**config.mk**
```make
export PLATFORM = sky130hd
export DESIGN_NAME = sonar_echo_range_monitor_core
export DESIGN_NICKNAME = d
export VERILOG_FILES = /design/src/sv/serm_pkg.sv /design/src/sv/serm_calc.sv /design/src/sv/sonar_echo_range_monitor_core.sv
export SDC_FILE = /design/constraint.sdc
export NUM_CORES = 1
export LEC_CHECK = 0
export BUFFER_PORTS_ARGS = -buffer_cell sky130_fd_sc_hd__buf_4
export CAP_MARGIN = 20
export CORE_MARGIN = 2
export CORE_UTILIZATION = 60
export DETAILED_ROUTE_END_ITERATION = 8
export GPL_ROUTABILITY_DRIVEN = 0
export HOLD_SLACK_MARGIN = 0.02
export PLACE_DENSITY = 0.82
export SYNTH_ARGS = -nofsm -noshare
export SYNTH_HDL_FRONTEND = slang
export SYNTH_HIERARCHICAL = 1
export SYNTH_SLANG_ARGS = --single-unit
export TNS_END_PERCENT = 50
```
**constraint.sdc**
```tcl
create_clock -name clk_i -period 11 [get_ports clk_i]
set_input_delay 0.55 -clock clk_i [delete_from_list [all_inputs] [get_ports clk_i]]
set_output_delay 0.55 -clock clk_i [all_outputs]
set_load 0.1 [all_outputs]
```
**src/sv/serm_pkg.sv**
```systemverilog
// Shared types, constants and the distance conversion for the sonar echo range monitor.
package serm_pkg;

  localparam int SeqW     = 16;
  localparam int WidthW   = 16;
  localparam int DistW    = 11;
  localparam int OutDistW = 12;
  localparam int MissW    = 8;
  localparam int StopW    = 11;
  localparam int LimitW   = 8;
  localparam int AddrW    = 4;
  localparam int DataW    = 32;
  localparam int InTdataW  = 32;
  localparam int OutTdataW = 56;

  // floor(w*10/583) == (w * ceil(2^30/583)*10) >> 30 for every 16-bit w
  localparam int MulW       = 25;
  localparam int DistShift  = 30;
  localparam int ProdW      = WidthW + MulW;
  localparam logic [MulW-1:0] DistMul = 25'd18417530;

  localparam logic [MissW-1:0]    MissMax     = '1;
  localparam logic [DistW-1:0]    ClosestNone = '1;
  localparam logic [OutDistW-1:0] DistNone    = '1;

  localparam logic [WidthW-1:0] MinEchoRst   = 16'd60;
  localparam logic [StopW-1:0]  StopRst      = 11'd300;
  localparam logic [LimitW-1:0] MissLimitRst = 8'd5;

  typedef enum logic [1:0] {
    RegMinEcho   = 2'd0,
    RegStopDist  = 2'd1,
    RegMissLimit = 2'd2
  } reg_idx_e;

  typedef struct packed {
    logic [WidthW-1:0] echo_floor_us;
    logic [StopW-1:0]  stop_distance_mm;
    logic [LimitW-1:0] miss_limit;
  } cfg_t;

  typedef struct packed {
    logic [SeqW-1:0]  last_sequence;
    logic [MissW-1:0] miss_count;
    logic [DistW-1:0] closest_seen;
  } state_t;

  typedef struct packed {
    logic [OutDistW-1:0] nearest_mm;
    logic                blind;
    logic                too_close;
    logic [MissW-1:0]    miss_run;
    logic [WidthW-1:0]   echo_used_us;
    logic [OutDistW-1:0] distance_mm;
  } result_t;

  function automatic logic [DistW-1:0] echo_to_mm(input logic [WidthW-1:0] width);
    logic [ProdW-1:0] prod;
    prod = ProdW'(width) * ProdW'(DistMul);
    return prod[DistShift +: DistW];
  endfunction

endpackage

```
**src/sv/serm_calc.sv**
```systemverilog
// Per-period evaluation: distance, miss run, flags and next tracking state.
module serm_calc
  import serm_pkg::*;
(
  input  cfg_t              cfg_i,
  input  state_t            state_i,
  input  logic [SeqW-1:0]   seq_i,
  input  logic [WidthW-1:0] width_i,
  output state_t            state_o,
  output result_t           res_o
);

  logic             new_echo;
  logic             hit;
  logic [DistW-1:0] range_mm;
  logic [MissW-1:0] miss_d;
  logic [DistW-1:0] closest_d;

  assign new_echo = (seq_i != state_i.last_sequence);
  assign hit      = new_echo && (width_i >= cfg_i.echo_floor_us);
  assign range_mm = echo_to_mm(width_i);

  always_comb begin
    if (hit) begin
      miss_d = '0;
    end else if (state_i.miss_count != MissMax) begin
      miss_d = state_i.miss_count + MissW'(1);
    end else begin
      miss_d = state_i.miss_count;
    end
  end

  assign closest_d = (hit && (range_mm < state_i.closest_seen)) ? range_mm
                                                                : state_i.closest_seen;

  assign state_o.last_sequence = new_echo ? seq_i : state_i.last_sequence;
  assign state_o.miss_count    = miss_d;
  assign state_o.closest_seen  = closest_d;

  assign res_o.distance_mm  = hit ? {1'b0, range_mm} : DistNone;
  assign res_o.echo_used_us = new_echo ? width_i : '0;
  assign res_o.miss_run     = miss_d;
  assign res_o.too_close    = hit && (range_mm < cfg_i.stop_distance_mm);
  assign res_o.blind        = (miss_d >= cfg_i.miss_limit);
  assign res_o.nearest_mm   = (closest_d == ClosestNone) ? DistNone : {1'b0, closest_d};

endmodule

```
**src/sv/sonar_echo_range_monitor_core.sv**
```systemverilog
// Top level of the sonar echo range monitor: stream ports, APB registers, result register.
//
//  channel   dir  handshake                 payload
//  s_axis    in   s_axis_tvalid/tready      tdata[31:0]  one loop period
//  m_axis    out  m_axis_tvalid/tready      tdata[55:0]  one result per period
//  apb       in   psel/penable/pready       3 registers at 0x0, 0x4, 0x8
//
// One transaction per cycle unless m_axis stalls; path: input register, result register.
// Throughput is set by the single evaluation stage between the two registers.
// rst_ni loads the register defaults, resets the tracking state and clears both valid flags.
// A stalled result holds in the result register; the input register still takes one
// more transaction, then s_axis_tready drops until the result drains.
module sonar_echo_range_monitor_core
  import serm_pkg::*;
(
  input  logic                 clk_i,
  input  logic                 rst_ni,
  input  logic                 s_axis_tvalid,
  output logic                 s_axis_tready,
  // [15:0] sequence_count, [31:16] echo_width_us
  input  logic [InTdataW-1:0]  s_axis_tdata,
  output logic                 m_axis_tvalid,
  input  logic                 m_axis_tready,
  // [11:0] distance_mm, [27:12] echo_used_us, [35:28] miss_run, [36] too_close,
  // [37] blind, [49:38] nearest_mm, [55:50] zero
  output logic [OutTdataW-1:0] m_axis_tdata,
  input  logic                 psel,
  input  logic                 penable,
  input  logic                 pwrite,
  input  logic [AddrW-1:0]     paddr,
  input  logic [DataW-1:0]     pwdata,
  output logic [DataW-1:0]     prdata,
  output logic                 pready
);

  cfg_t              cfg_q;
  state_t            state_q, state_d;
  result_t           res_d, out_q;
  logic              in_valid_q, out_valid_q;
  logic [SeqW-1:0]   in_seq_q;
  logic [WidthW-1:0] in_width_q;
  logic              advance;
  logic              cfg_wr;
  reg_idx_e          reg_idx;

  assign pready  = 1'b1;
  assign cfg_wr  = psel && penable && pwrite && pready;
  assign reg_idx = reg_idx_e'(paddr[3:2]);

  always_comb begin
    case (reg_idx)
      RegMinEcho:   prdata = DataW'(cfg_q.echo_floor_us);
      RegStopDist:  prdata = DataW'(cfg_q.stop_distance_mm);
      RegMissLimit: prdata = DataW'(cfg_q.miss_limit);
      default:      prdata = '0;
    endcase
  end

  always_ff @(posedge clk_i or negedge rst_ni) begin
    if (!rst_ni) begin
      cfg_q.echo_floor_us    <= MinEchoRst;
      cfg_q.stop_distance_mm <= StopRst;
      cfg_q.miss_limit       <= MissLimitRst;
    end else if (cfg_wr) begin
      case (reg_idx)
        RegMinEcho:   cfg_q.echo_floor_us    <= pwdata[WidthW-1:0];
        RegStopDist:  cfg_q.stop_distance_mm <= pwdata[StopW-1:0];
        RegMissLimit: cfg_q.miss_limit       <= pwdata[LimitW-1:0];
        default: ;
      endcase
    end
  end

  assign advance       = in_valid_q && (!out_valid_q || m_axis_tready);
  assign s_axis_tready = !in_valid_q || advance;
  assign m_axis_tvalid = out_valid_q;

  serm_calc u_calc (
    .cfg_i   (cfg_q),
    .state_i (state_q),
    .seq_i   (in_seq_q),
    .width_i (in_width_q),
    .state_o (state_d),
    .res_o   (res_d)
  );

  always_ff @(posedge clk_i or negedge rst_ni) begin
    if (!rst_ni) begin
      in_valid_q            <= 1'b0;
      out_valid_q           <= 1'b0;
      state_q.last_sequence <= '0;
      state_q.miss_count    <= '0;
      state_q.closest_seen  <= ClosestNone;
    end else begin
      if (s_axis_tready) begin
        in_valid_q <= s_axis_tvalid;
      end
      if (advance) begin
        out_valid_q <= 1'b1;
        state_q     <= state_d;
      end else if (m_axis_tready) begin
        out_valid_q <= 1'b0;
      end
    end
  end

  always_ff @(posedge clk_i) begin
    if (s_axis_tvalid && s_axis_tready) begin
      in_seq_q   <= s_axis_tdata[SeqW-1:0];
      in_width_q <= s_axis_tdata[SeqW +: WidthW];
    end
    if (advance) begin
      out_q <= res_d;
    end
  end

  assign m_axis_tdata = {(OutTdataW - $bits(result_t))'(0), out_q};

  a_hit_clears_miss: assert property (@(posedge clk_i) disable iff (!rst_ni)
    (out_valid_q && out_q.distance_mm != DistNone) |-> (out_q.miss_run == '0))
    else $error("reading did not clear miss run");

  a_close_needs_hit: assert property (@(posedge clk_i) disable iff (!rst_ni)
    (out_valid_q && out_q.too_close) |-> (out_q.distance_mm != DistNone))
    else $error("too_close without a reading");

  a_closest_bound: assert property (@(posedge clk_i) disable iff (!rst_ni)
    (out_valid_q && out_q.distance_mm != DistNone)
      |-> (out_q.nearest_mm <= out_q.distance_mm && out_q.nearest_mm != DistNone))
    else $error("closest distance above current reading");

  a_state_only_on_advance: assert property (@(posedge clk_i) disable iff (!rst_ni)
    !advance |=> $stable(state_q))
    else $error("tracking state changed without a transaction");

endmodule

```
-- Word-level counts from Yosys, hierarchy flattened
Cells that the tools add are included.
- bits in registers: 154
- input port bits: 75
- output and inout port bits: 91
- logic and storage cells: 54
- add/sub/neg operators: 1
- $mul: 1
- magnitude comparators: 4
- equal/unequal tests: 5
- mux-type cells: 8
- reductions and logical operators: 17
- operators with widths (operator ; count):
    one-hot mux 16 bit (3 select lines) ; 1
    multiplier 16 x 24 -> 40 bit, second input constant ; 1
    two-way mux 12 bit ; 2
    < comparator 11 bit ; 2
    >= comparator 16 bit ; 1
    two-way mux 8 bit ; 2
    inequality test 16 bit ; 1
    equality test 11 bit, second input constant ; 1
    two-way mux 11 bit ; 1
    adder 8 x 1 -> 8 bit, second input constant ; 1
    >= comparator 8 bit ; 1
    inequality test 8 bit, second input constant ; 1
    AND reduction 2 bit ; 4
    logical AND 1 bit ; 7
    equality test 2 x 1 -> 1 bit, second input constant ; 1
    equality test 2 bit, second input constant ; 1
    zero test 1 bit ; 2
    zero test 2 bit ; 1
    logical OR 1 bit ; 2
    two-way mux 1 bit ; 2
    nonzero test 2 bit ; 1

-- Logic depth before layout (Yosys ltp)
Gate-level depths: netlist (run 1).
- word-level depth: 6
- gate-level depth with buffers: 33
- gate-level depth less buffers: 32

-- By module
Netlist (run 1), hierarchy kept.
- by module, submodules not included (module ; times used ; cells an instance ; area each (µm²) ; seq. area each (µm²)):
    serm_calc ; 1 ; 920 ; 7748.7 ; 0.0
    sonar_echo_range_monitor_core ; 1 ; 306 ; 5645.4 ; 4290.4

-- Worst setup path before layout (run 1)
Ideal clock, no wire load.
- kind: register to register
- start: reg in_width_q[13]
- end: reg state_q[10] (netlist name)
- library setup time: 0.082 ns
- arrival: 7.566 ns
- required time: 10.918 ns
- slack: 3.351 ns
- cell stages (with the launch flop): 31
- path buffers: 3
- clock period less this slack: 7.649 ns
- cell sequence: edfxtp_1 -> fa_1 -> inv_1 -> fa_1 -> inv_1 -> fa_1 -> fa_1 -> inv_1 -> fa_1 -> inv_1 -> ha_1 -> ha_1 -> a21oi_1 -> nor2b_1 -> or4_1 -> a21oi_1 -> a31oi_1 -> o21ba_2 -> xor2_1 -> ha_1 -> a211oi_1 -> o21ai_0 -> o211ai_1 -> a21oi_1 -> or4_1 -> buf_2 -> clkbuf_1 -> nor2_1 -> a21oi_1 -> buf_4 -> mux2_2
- RTL lines (item ; RTL line ; text):
    start: declaration ; sonar_echo_range_monitor_core.sv:41 ; logic [WidthW-1:0] in_width_q;
    start signal: assignment ; sonar_echo_range_monitor_core.sv:110 ; in_width_q <= s_axis_tdata[SeqW +: WidthW];
    end signal: assignment ; sonar_echo_range_monitor_core.sv:100 ; state_q <= state_d;
    end: declaration ; sonar_echo_range_monitor_core.sv:37 ; state_t state_q, state_d;

==> results of run 1 <==
## area by class of cell
class                   count  area (um^2)  area share
clock buffers              17          425      0.0284
well taps                 280          350      0.0234
inverters                 267         1000      0.0670
flip-flops and latches    154         4290       0.287
multi-input cells         762         7800       0.521
repair buffers            127          966      0.0645
clock inverters            15          133     0.00886
## worst min path at each step
stage                startpoint        endpoint  cells after the start
6_report                 rst_ni     state_q[19]                      1
4_1_cts        s_axis_tdata[31]  in_width_q[15]                      1
3_5_place_dp          cfg_q[32]       cfg_q[32]                      1
5_1_grt         s_axis_tdata[4]     in_seq_q[4]                      1
2_1_floorplan            rst_ni       cfg_q[12]                      0
3_3_place_gp         in_valid_q   m_axis_tvalid                      1
## power by group
| part | switching, mW | internal (mW) |
|---|---|---|
| logic | 1.94 | 1.13 |
| registers | 0.0924 | 0.780 |
| clock network | 0.270 | 0.297 |
| total | 2.30 | 2.20 |
## logic make-up (layout without fill, tap and decap cells)
group / after synthesis / count (layout)
flip-flops: 154 / 154
buffers and inverters: 331 / 426
AO/OA/AOI/OAI: 141 / 141
other: 2 / 23
AND/OR/NAND/NOR: 166 / 166
adder cells (fa/ha/maj): 311 / 311
multiplexers: 89 / 89
XOR/XNOR: 32 / 32
## cells in the mapped netlist, drive strengths merged (2+ instances only)
cell | count | area [um^2]
clkbuf | 23 | 86.3
a21oi | 42 | 210
and3 | 4 | 25.0
a211oi | 8 | 60.1
dfrtp | 51 | 1280
fa | 106 | 2120
nand3 | 12 | 65.1
o21a | 4 | 30.0
nor3 | 2 | 21.3
or4 | 3 | 26.3
mux2i | 13 | 130
and2 | 12 | 75.1
nor2b | 7 | 43.8
edfxtp | 82 | 2460
nand4 | 18 | 113
o22ai | 2 | 12.5
ha | 205 | 2560
a21o | 15 | 113
nor4 | 5 | 37.5
nand2 | 36 | 138
o211ai | 7 | 57.6
buf | 41 | 303
o21ai | 39 | 195
o31ai | 2 | 15.0
dfstp | 21 | 552
mux2 | 76 | 856
a211o | 4 | 35.0
xnor2 | 6 | 52.6
xor2 | 26 | 228
or3 | 2 | 12.5
inv | 267 | 1000
or2 | 4 | 25.0
conb | 2 | 7.51
nor3b | 2 | 31.3
a31oi | 7 | 43.8
nor2 | 43 | 161
nand2b | 13 | 81.3
## through the flow
| stage | worst slack [ps] | power [mW] | cell area [um^2] | hold slack (ps) |
|---|---|---|---|---|
| 6_report | 1950 | 4.51 | 15000 | 253 |
| 5_1_grt | 1420 | 4.86 | 15000 | 278 |
| 4_1_cts | 2030 | 4.46 | 14900 | 270 |
| 3_5_place_dp | 2100 | 3.85 | 14400 | 509 |
| 3_3_place_gp | 2200 | 3.73 | 14400 | 486 |
| 2_1_floorplan | 3350 | 3.16 | 13500 | 254 |
## registers in the layout (all words and copies together), names as in the netlist
signal / cells
in_valid_q: 1
in_width_q: 16
m_axis_tvalid: 1
state_q: 35
in_seq_q: 16
cfg_q: 35
m_axis_tdata: 50
## critical path: cells and delay by family (launching register included)
kind,cells,cell delay [ps]
buffers and inverters,7,720
and+or+nand+nor,4,1570
AOI/OAI and AO/OA,9,2230
DFF,1,760
adders and majority gates,8,3590
## layout by cell type, fill, tap and decap left out, drive strengths merged, types with 7 or more instances in the layout
cell    Yosys  layout
inv       267     274
mux2i      13      13
mux2       76      76
a211oi      8       8
a31oi       7       7
nand2      36      36
o21ai      39      39
a21oi      42      42
conb        2      23
fa        106     106
nor2b       7       7
nand3      12      12
ha        205     205
a21o       15      15
nor2       43      43
buf        41     127
dfstp      21      21
edfxtp     82      82
o211ai      7       7
clkbuf     23      17
nand2b     13      13
xor2       26      26
dfrtp      51      51
and2       12      12
nand4      18      18
## routing by layer
metal  global-route usage  vias up  part of all wire
met5                    0        -                 0
met3               0.0508       64             0.068
met2                0.462      363              0.50
met4               0.0926        0             0.031
met1                0.350     4586              0.40
li1                     -     4214                 -
==> impl.org, run 1 <==
** Clock network
- Cells resized by post-CTS repair :: 0
- Latest clock arrival within the worst-skew pair :: 440 ps
- The number of clock buffers added by TritonCTS is 17.
- Clock slew at reported path FFs :: 70 ps
- In this run the post-CTS setup repair buffer count came out at 0.
- CTS H-tree depth :: 4
- Largest buffer count on any clock path :: 2
- Number of hold buffers added after cts :: 0
- Clock tree synthesis selected as its root buffer the cell sky130_fd_sc_hd__clkbuf_16.
- Sinks on the clock net :: 154
- Clock tree from TritonCTS :: built

** Setup path
- Most frequent cell on the critical path :: sky130_fd_sc_hd__inv_1
- Tracing the worst setup path back leads to its startpoint at in_width_q[14].
- CP endpoint kind :: flop
- Critical path peak fanout :: 32
- Following the worst setup path forward leads to its endpoint at m_axis_tdata[49].
- In this run the critical register-to-register path is launched from in_width_q[14].
- Startpoint class of the critical path :: flop
- Among all stages on the critical path, the largest delay is contributed by sky130_fd_sc_hd__or4_1.
- At the worst endpoint, the required time is 11270 ps.
- Capture instance of the worst register-to-register path :: m_axis_tdata[49]
- For the worst flop-to-flop path, the logic depth is 28.
- Slack of the worst reg-to-reg path :: 1950 ps
- The worst setup path is of the flop to flop kind.
- For the worst setup path, the data arrival time is 9320 ps.
- The largest single stage delay on the critical path is 930 ps.

** Global routing
- For this run, the total global-route usage over all layers was measured as 0.271.
- Antenna violations before repair :: 0
- Global routing finished with a remaining overflow of 0.
- Entering global routing, the biggest net connects 73 pins.
- The first global-routing pass estimated 49400 um of wire.
- The via count of the first global-routing pass is 9600.

** Timing
- Number of endpoints with negative hold slack in the final report :: 0
- Total negative slack :: 0 ps
- Maximum operating frequency :: 0.111 GHz
- Measured against its own limit, the worst slew margin works out to 0.340.
- Final setup vio count :: 0
- The number of max-slew violations in the final report came to 0.
- Setup repair after global routing left no endpoint under its margin.
- Part of the cycle the worst path needs :: 0.822
- For the finished layout, the period the worst path requires is 9050 ps.
- At the pin with the least slew margin, the transition time is 977 ps.
- Between clock sinks in the finished design, the worst skew comes to 11.8 ps.

** Yosys
- Of the post-synthesis cell area, the part taken by muxes is 0.0736.
- Number of enable-type register cells in the synthesized netlist :: 82
- After synthesis the netlist holds a flip-flop and latch count of 154.
- Prevailing post-synth register cell :: sky130_fd_sc_hd__edfxtp_1
- Synthesis instantiated 62 different standard cells from the library.
- Of the total synthesized cell area, the portion taken by AND, OR, NAND and NOR gates is 0.0658.
- A synthesized cell averages 10.9 um^2.
- Cell count after synthesis :: 1226
- In the synthesized netlist the async set-or-reset flop fraction comes to 0.468.
- Seq/Total Area, Yosys :: 0.320
- Dominant combinational cell family by area after synthesis :: adder cells
- Number of warnings reported in the yosys synthesis log :: 6
- Fraction of the mapped netlist area in compound gates :: 0.0650
- Synthesized cell area :: 13400 um^2
- Of the total synthesized cell area, the portion taken by full adders, half adders and majority gates is 0.350.
- Of the total synthesized cell area, the portion taken by XOR and XNOR cells is 0.0209.

** Die
- Die boundary height :: 153 um
- The die covers 23500 um^2.
- Core Footprint :: 21900 um^2
- Number of placement rows :: 54
- I/O pins :: 166
- Die width :: 153 um
- For this configuration, the core starts out at a cell density of 0.612.

** Pwr
- Max VDD drop :: 178 uV
- Static Leak :: 7.48 nW
- Dividing total power by cell area gives a power density of 301 nW/um^2.

** Final layout
- At the end of the flow, the number of nets in the layout was 1715.
- Relative to the synthesized area, the layout overhead comes to 11.7%.
- Share of layout cells above drive strength 1 :: 0.197
- Final Util :: 0.684
- Post-route non-filler standard cell count :: 1622
- Fill cells in the final layout number 1589.
- The number of antenna diodes in the final layout is 0.

** Drt
- After detailed routing, the total wire length is 31000 um.
- Via density :: 5.69
- Initial DRT Pass Iterations :: 5
- The detail route stage leaves a number of antenna-violating nets equal to 0.
- Initial detailed-routing violation count :: 541
- Dividing the detail-routed wire length by the instance count gives 19.1 um.
- In the routed design, unresolved DRC markers number 0.
- Number of vias after detailed routing :: 9227

** Placed design
- Buffers placed on the I/O ports in this run total 124.
- Once detailed placement completed, the half-perimeter wirelength came to 23200 um.
- Including well taps, the total number of placed cells is 1589.

** Status
- Outcome :: finished, final reports clean

** Job
- The tool flagged a number of max-cap violations equal to 0.

** Hold path
- Type of the worst min-delay path :: input pin to async pin
No activity file was read; power rests on OpenSTA's default activity.
==> inputs of run 2 (changes only) <==
--- a/config.mk
+++ b/config.mk
@@ -8,11 +8,11 @@
 export BUFFER_PORTS_ARGS = -buffer_cell sky130_fd_sc_hd__buf_4
 export CAP_MARGIN = 20
 export CORE_MARGIN = 2
-export CORE_UTILIZATION = 60
+export CORE_UTILIZATION = 54
 export DETAILED_ROUTE_END_ITERATION = 8
 export GPL_ROUTABILITY_DRIVEN = 0
 export HOLD_SLACK_MARGIN = 0.02
-export PLACE_DENSITY = 0.82
+export PLACE_DENSITY = 0.78
 export SYNTH_ARGS = -nofsm -noshare
 export SYNTH_HDL_FRONTEND = slang
 export SYNTH_HIERARCHICAL = 1
==> constraint.sdc (replaced) <==
create_clock -name clk_i -period 7.49 [get_ports clk_i]
set_input_delay 0.3745 -clock clk_i [delete_from_list [all_inputs] [get_ports clk_i]]
set_output_delay 0.3745 -clock clk_i [all_outputs]
set_load 0.1 [all_outputs]
==> run 2 against run 1 <==
  * The flow now finishes with violations (negative setup slack)
  * Clock skew increased by 4.2 ps
  * Final area increased by 9.3%
  * Sequential share of layout area decreased by 2.4 points
  * Via count increased by 4.0%
  * Highest routed layer unchanged
  * Critical endpoint unchanged
  * Register-to-register slack got worse by 2100 ps
  * Die area increased by 11%
  * Worst setup slack got worse by 2100 ps
  * Worst hold slack got worse by 160 ps
  * Critical path depth decreased by 2
  * Critical path type unchanged
==> impl.org, run 2 (synthesized netlist as in run 1, its figures left out) <==
** Placed design
- HPWL Detailed :: 25400 um (was 23200 um)
- The total of buffers placed on input and output ports came to 124 (unchanged).
- Worst setup slack after placement :: -278 ps (was 2100 ps)

** Timing
- Slew at the pin with the worst max-slew slack :: 978 ps (was 977 ps)
- Final setup vio count :: 11 (was 0)
- Final Slew Violations :: 0 (unchanged)
- The headroom to the max-slew limit was 0.346 (was 0.340).
- Part of the cycle the worst path needs :: 1.01 (was 0.822)
- The worst hold slack was 88.3 ps (was 253 ps).
- The highest attainable clock frequency came to 0.132 GHz (was 0.111 GHz).
- Post-route clock skew :: 16.1 ps (was 11.8 ps)
- Setup repair after global routing missed its margin :: true (was false)
- The count of final hold-check violations came to 0 (unchanged).
- Period minus WS final :: 7600 ps (was 9050 ps)
- Worst setup margin :: -109 ps (was 1950 ps)

** Drt
- Average wire length per cell after detail routing :: 19.2 um (was 19.1 um)
- The total detailed-routing wirelength is 33900 um (was 31000 um).
- DRC errors left :: 0 (unchanged)
- Initial DRT Pass Iterations :: 5 (unchanged)
- Antenna Nets Post-Route :: 0 (unchanged)
- Number of vias after detailed routing :: 9597 (was 9227)
- Via density :: 5.45 (was 5.69)
- Initial detailed-routing violation count :: 596 (was 541)

** Die
- Starting density of the core :: 0.551 (was 0.612)
- Die boundary height :: 161 um (was 153 um)
- The number of I/O pins came to 166 (unchanged).
- Number of placement rows :: 57 (was 54)
- Floorplan die area :: 26100 um^2 (was 23500 um^2)
- The die width came to 161 um (was 153 um).
- The area of the core region came to 24300 um^2 (was 21900 um^2).

** Setup path
- The worst-path cell with the longest stage delay is sky130_fd_sc_hd__or4_4 (was sky130_fd_sc_hd__or4_1).
- Startpoint class of the critical path :: flop (unchanged)
- Worst-case reg-to-reg path depth :: 26 (was 28)
- Delay-heaviest family, CP :: adder cells (unchanged)
- Slack of the worst reg-to-reg path :: -110 ps (was 1950 ps)
- Capture instance of the worst register-to-register path :: m_axis_tdata[49] (unchanged)
- Worst path max stage delay :: 570 ps (was 930 ps)
- Worst path arrival time :: 7890 ps (was 9320 ps)
- Sum of buffers and inverters on the critical path :: 4 (was 7)
- Critical path peak fanout :: 7 (was 32)
- The number of cells on the critical path is 26 (was 28).
- CP endpoint kind :: flop (unchanged)
- The start point of the critical path is in_width_q[14] (unchanged).
- The type of the setup path with the least slack is flop to flop (unchanged).
- The required time of the critical path came to 7780 ps (was 11270 ps).
- Worst flop-to-flop path startpoint :: in_width_q[14] (unchanged)

** Final layout
- The antenna cell count came to 0 (unchanged).
- Most common cell after layout, fill and taps aside :: sky130_fd_sc_hd__inv_1 (unchanged)
- Area Growth Syn to Fin :: 22.1% (was 11.7%)
- Commonest cells after routing, fill and taps aside :: sky130_fd_sc_hd__inv_1, sky130_fd_sc_hd__buf_4, sky130_fd_sc_hd__ha_1 (was sky130_fd_sc_hd__inv_1, sky130_fd_sc_hd__ha_1, sky130_fd_sc_hd__buf_4)
- Final Util :: 0.672 (was 0.684)
- Net count of the finished layout :: 1809 (was 1715)
- The ratio of cells with drive above 1 in the final layout is 0.300 (was 0.197).
- The flip-flop count of the largest register after layout came to 50 (unchanged).

** Global routing
- The total congestion overflow was 0 (unchanged).
- The global-route wire length before repair came to 51700 um (was 49400 um).
- All-layer global routing usage :: 0.258 (was 0.271)
- The initial antenna violation count is 0 (unchanged).
- The via count of the first global-routing pass came to 10100 (was 9600).
- Largest net degree at the start of global routing :: 73 (unchanged)

** Clock network
- CTS Root Buffer Type :: sky130_fd_sc_hd__clkbuf_16 (unchanged)
- The clock transition at the registers of the reported paths is 70 ps (about the same).
- Cts bufs inserted :: 17 (unchanged)
- Sinks on the clock net :: 154 (unchanged)
- Latest clock arrival within the worst-skew pair :: 430 ps (was 440 ps)
- The hold buffer count at cts was 0 (unchanged).
- Largest buffer count on any clock path :: 2 (unchanged)
- The number of H-tree levels came to 4 (unchanged).
- The clock tree from TritonCTS is built (unchanged).

** Status
- The final reports fail on negative setup slack.
- Outcome: finished, violations left (was finished, final reports clean).

** Job
- The number of maximum-capacitance constraint violations came to 0 (unchanged).

** Hold path
- Type of the worst min-delay path :: input pin to async pin (unchanged)
run 2: cell type report:
type,count,area (um^2)
clock buffers,18,429
clock inverters,14,153
fillers,1699,7970
inverters,267,1000
multi-input cells,762,8300
flip-flops and latches,154,4290
well taps,324,405
repair buffers,221,1780
run 2: how the worst max path moves through the flow:
stage / end / slack (ps)
6_report: m_axis_tdata[49] / -110
4_1_cts: state_q[2] / -90
3_5_place_dp: state_q[1] / -280
3_3_place_gp: state_q[1] / -130
5_1_grt: m_axis_tdata[49] / -360
2_1_floorplan: state_q[1] / 0.7
run 2: per-stage QoR:
step	instance area (um^2)	std cells	TNS, ps
global route	16400	1760	-5400
global placement	15000	1707	-908
detailed placement	15000	1707	-3810
finish	16400	1760	-731
floorplan	13500	1247	0
CTS	16000	1746	-748
run 2: routing by layer:
layer | wire length (um) | global-route usage | up-vias | share of wire
met4 | 1280 | 0.119 | 0 | 0.038
li1 | - | - | 4395 | -
met3 | 2010 | 0.0385 | 94 | 0.059
met2 | 17100 | 0.438 | 384 | 0.50
met1 | 13500 | 0.328 | 4724 | 0.40
met5 | 0 | 0 | - | 0
run 2: timing repair:
action                     in CTS  in global routing
setup buffers                   5                 12
gates resized for setup        47                 66
cloned                          2                  1
pin swaps                      42                 31
setup endpoints to repair      23                 24
Power of run 2 is not shown: default switching activity piles up to over one toggle a cycle in this logic, so the estimate is an artifact.
==> inputs of run 3 (changes only) <==
==> constraint.sdc (replaced) <==
create_clock -name clk_i -period 7.49 [get_ports clk_i]
set_input_delay 1.498 -clock clk_i [delete_from_list [all_inputs] [get_ports clk_i]]
set_output_delay 1.498 -clock clk_i [all_outputs]
set_load 0.1 [all_outputs]
==> run 3 against run 2 <==
  * The run still ends with negative setup slack left
  * First-iteration DRC count shrank 5.2%
  * Global-route usage is essentially flat
  * Utilization increased by 1.2 points
  * Wire length is 2.6% higher
  * Clock-buffer cell count unchanged
  * Sequential share of layout area fell by 0.47 points
  * Worst hold slack improved by 420 ps
  * Worst setup slack worse by 52 ps
  * Register-to-register slack lost 50 ps
  * Die area unchanged
  * Critical path type unchanged
  * Largest cell class unchanged
==> impl.org, run 3 (synthesized netlist as in run 1, its figures left out) <==
** Timing
- Final setup vio count :: 22 (was 11)
- Period minus WS final :: 7650 ps (was 7600 ps)
- The highest attainable clock frequency was 0.131 GHz (was 0.132 GHz).
- Setup repair after global routing missed its margin: true (unchanged).
- The count of final hold-check violations came to 0 (unchanged).
- Worst slew margin relative to its limit :: 0.218 (was 0.346)
- Post-route clock skew :: 18.9 ps (was 16.1 ps)
- Worst setup margin :: -161 ps (was -109 ps)
- The slew at the pin closest to its max-slew limit is 1170 ps (was 978 ps).
- Final Slew Violations :: 0 (unchanged)
- Part of the cycle the worst path needs :: 1.02 (was 1.01)

** Final layout
- Net count of the finished layout :: 1823 (was 1809)
- Share of layout cells above drive strength 1 :: 0.325 (was 0.300)
- Final Util :: 0.685 (was 0.672)
- Seq. cell area :: 4290 um^2 (unchanged)
- The area taken by multi-input logic gates came to 8480 um^2 (was 8300 um^2).
- The area added between synthesis and finish was 24.3% (was 22.1%).
- Post-layout instance area :: 16700 um^2 (was 16400 um^2)
- The most common cell after layout, fill and taps aside is sky130_fd_sc_hd__inv_1 (unchanged).
- The number of standard cells in the layout, taps in and fillers out is 1774 (was 1760).
- Layout filler cell count :: 1637 (was 1699)
- The flip-flop count of the largest register after layout is 50 (unchanged).
- The antenna cell count is 0 (unchanged).
- Commonest cells after routing, fill and taps aside :: sky130_fd_sc_hd__inv_1, sky130_fd_sc_hd__buf_4, sky130_fd_sc_hd__ha_1 (unchanged)

** Global routing
- Met2 layer usage reported by global route :: 0.448 (was 0.438)
- The most used routing layer in global routing is met2 (unchanged).
- The met1 track utilization from global routing is 0.320 (was 0.328).
- The global routing usage summed across all routing layers came to 0.259 (was 0.258).
- Vias in the first global route :: 10200 (was 10100)
- The total congestion overflow was 0 (unchanged).
- First-pass GRT wire length :: 52000 um (was 51700 um)
- The met3 demand-to-capacity share in global routing came to 0.0424 (was 0.0385).
- Antenna violations before repair :: 0 (unchanged)
- Largest net degree at the start of global routing :: 73 (unchanged)

** Hold path
- Counting instances, the worst hold path has a depth of 1.
- Type of the worst min-delay path :: flop to flop (was input pin to async pin)
- The worst hold path begins at cfg_q[33].
- The path with the worst hold slack has its endpoint at cfg_q[33].

** Setup path
- The type of the setup path with the least slack is flop to flop (unchanged).
- The beginning of the worst register-to-register path was in_width_q[14] (unchanged).
- Capture instance of the worst register-to-register path :: state_q[8] (was m_axis_tdata[49])
- Startpoint class of the critical path :: flop (unchanged)
- Worst-case reg-to-reg path depth :: 27 (was 26)
- The kind of end point of the critical path is a flop (unchanged).
- Data required time at the worst endpoint :: 7830 ps (was 7780 ps)
- Cell with the biggest individual delay on the critical path :: sky130_fd_sc_hd__fa_2 (was sky130_fd_sc_hd__or4_4)
- Worst path max stage delay :: 650 ps (was 570 ps)
- The reg-to-reg setup timing slack came to -160 ps (was -110 ps).
- The worst path arrival time was 8000 ps (was 7890 ps).
- The maximum fanout count along the critical path is 7 (unchanged).

** Placed design
- Cells after DPL :: 1704 (was 1707)
- Worst setup slack after placement :: -375 ps (was -278 ps)
- Standard cell area after detailed placement :: 15000 um^2 (about the same)
- Number of buffer cells added on primary ports :: 124 (unchanged)
- HPWL Detailed :: 24800 um (was 25400 um)

** Drt
- The total detailed-routing wirelength was 34700 um (was 33900 um).
- The final routed wire length divided by cell count was 19.6 um (was 19.2 um).
- The number of DRC violations after detailed-routing iteration 0 was 565 (was 596).
- Via density :: 5.50 (was 5.45)
- Number of vias after detailed routing :: 9760 (was 9597)
- DRC errors left :: 0 (unchanged)
- Initial DRT Pass Iterations :: 7 (was 5)
- Antenna Nets Post-Route :: 0 (unchanged)

** Clock network
- Clock slew at reported path FFs :: 60 ps (was 70 ps)
- The insertion delay to the later sink of the worst-skew pair came to 430 ps (about the same).
- Cts bufs inserted :: 17 (unchanged)
- The clock sink count was 154 (unchanged).
- The number of H-tree levels came to 4 (unchanged).
- Clock tree from TritonCTS :: built (unchanged)
- CTS Root Buffer Type :: sky130_fd_sc_hd__clkbuf_16 (unchanged)
- The hold buffer count at cts came to 0 (unchanged).
- The maximum buffer depth of the clock tree is 2 (unchanged).

** Job
- The number of maximum-capacitance constraint violations came to 0 (unchanged).

** Die
- The row count came to 57 (unchanged).
- Floorplan die area :: 26100 um^2 (unchanged)
- Die width :: 161 um (unchanged)
- Starting density of the core :: 0.551 (unchanged)
- Core Footprint :: 24300 um^2 (unchanged)
- The die height is 161 um (unchanged).
- I/O pins :: 166 (unchanged)

** Status
- Outcome: finished, violations left (unchanged).
- Violated checks :: negative setup slack (unchanged)
==> run 3: cell count changes in the layout (fill, tap and decap cells not counted), sizes merged <==
cell | previous run | this run
clkinv | 2 | 3
buf | 220 | 234
clkinvlp | 3 | 2
==> run 3: worst max-delay path: cells and delay by family, from the launching register on <==
family	cells	cell delay, ps
adders and majority gates	8	3180
AOI/OAI and AO/OA	8	1450
and+or+nand+nor	4	1390
DFF	1	520
buffers and inverters	4	380
xor gates and xnor gates	2	350
muxes	1	280
==> run 3: worst max-delay path by stage <==
stage,from,to,slack [ps],cells after the start
final,in_width_q[14],state_q[8],-160,27
after global routing,in_width_q[14],state_q[0],-350,27
after CTS,in_width_q[14],state_q[6],-8,25
after detailed placement,in_width_q[14],state_q[1],-370,26
after global placement,in_width_q[14],m_axis_tdata[49],-150,26
after floorplan,in_width_q[15],state_q[1],0.7,28
==> run 3: metrics by stage <==
stage / TNS, ps / hold slack [ps]
4_1_cts: -17.3 / 511
5_1_grt: -6240 / 523
3_3_place_gp: -889 / 485
6_report: -1630 / 508
3_5_place_dp: -5440 / 505
2_1_floorplan: 0 / 472
==> run 3: area by class of cell <==
cell class                      count  share of cell area
Sequential cell                   154               0.258
Tap cell                          324              0.0243
Clock buffer                       18              0.0258
Clock inverter                     14             0.00894
Timing Repair Buffer              235               0.114
Multi-Input combinational cell    762               0.509
Inverter                          267              0.0602
==> run 3: metal layers <==
layer  wire length (um)  part of all wire
met1              13900              0.40
met2              17400              0.50
met3               2140             0.062
met4               1310             0.038
met5                  0                 0
==> run 3: timing repair <==
item,in CTS,in global routing
resized for setup,63,84
endpoints found under the setup margin,24,24
buffers inserted,11,25
gates cloned,2,1
pin swaps,40,64
Power of run 3 is left out for the same reason.
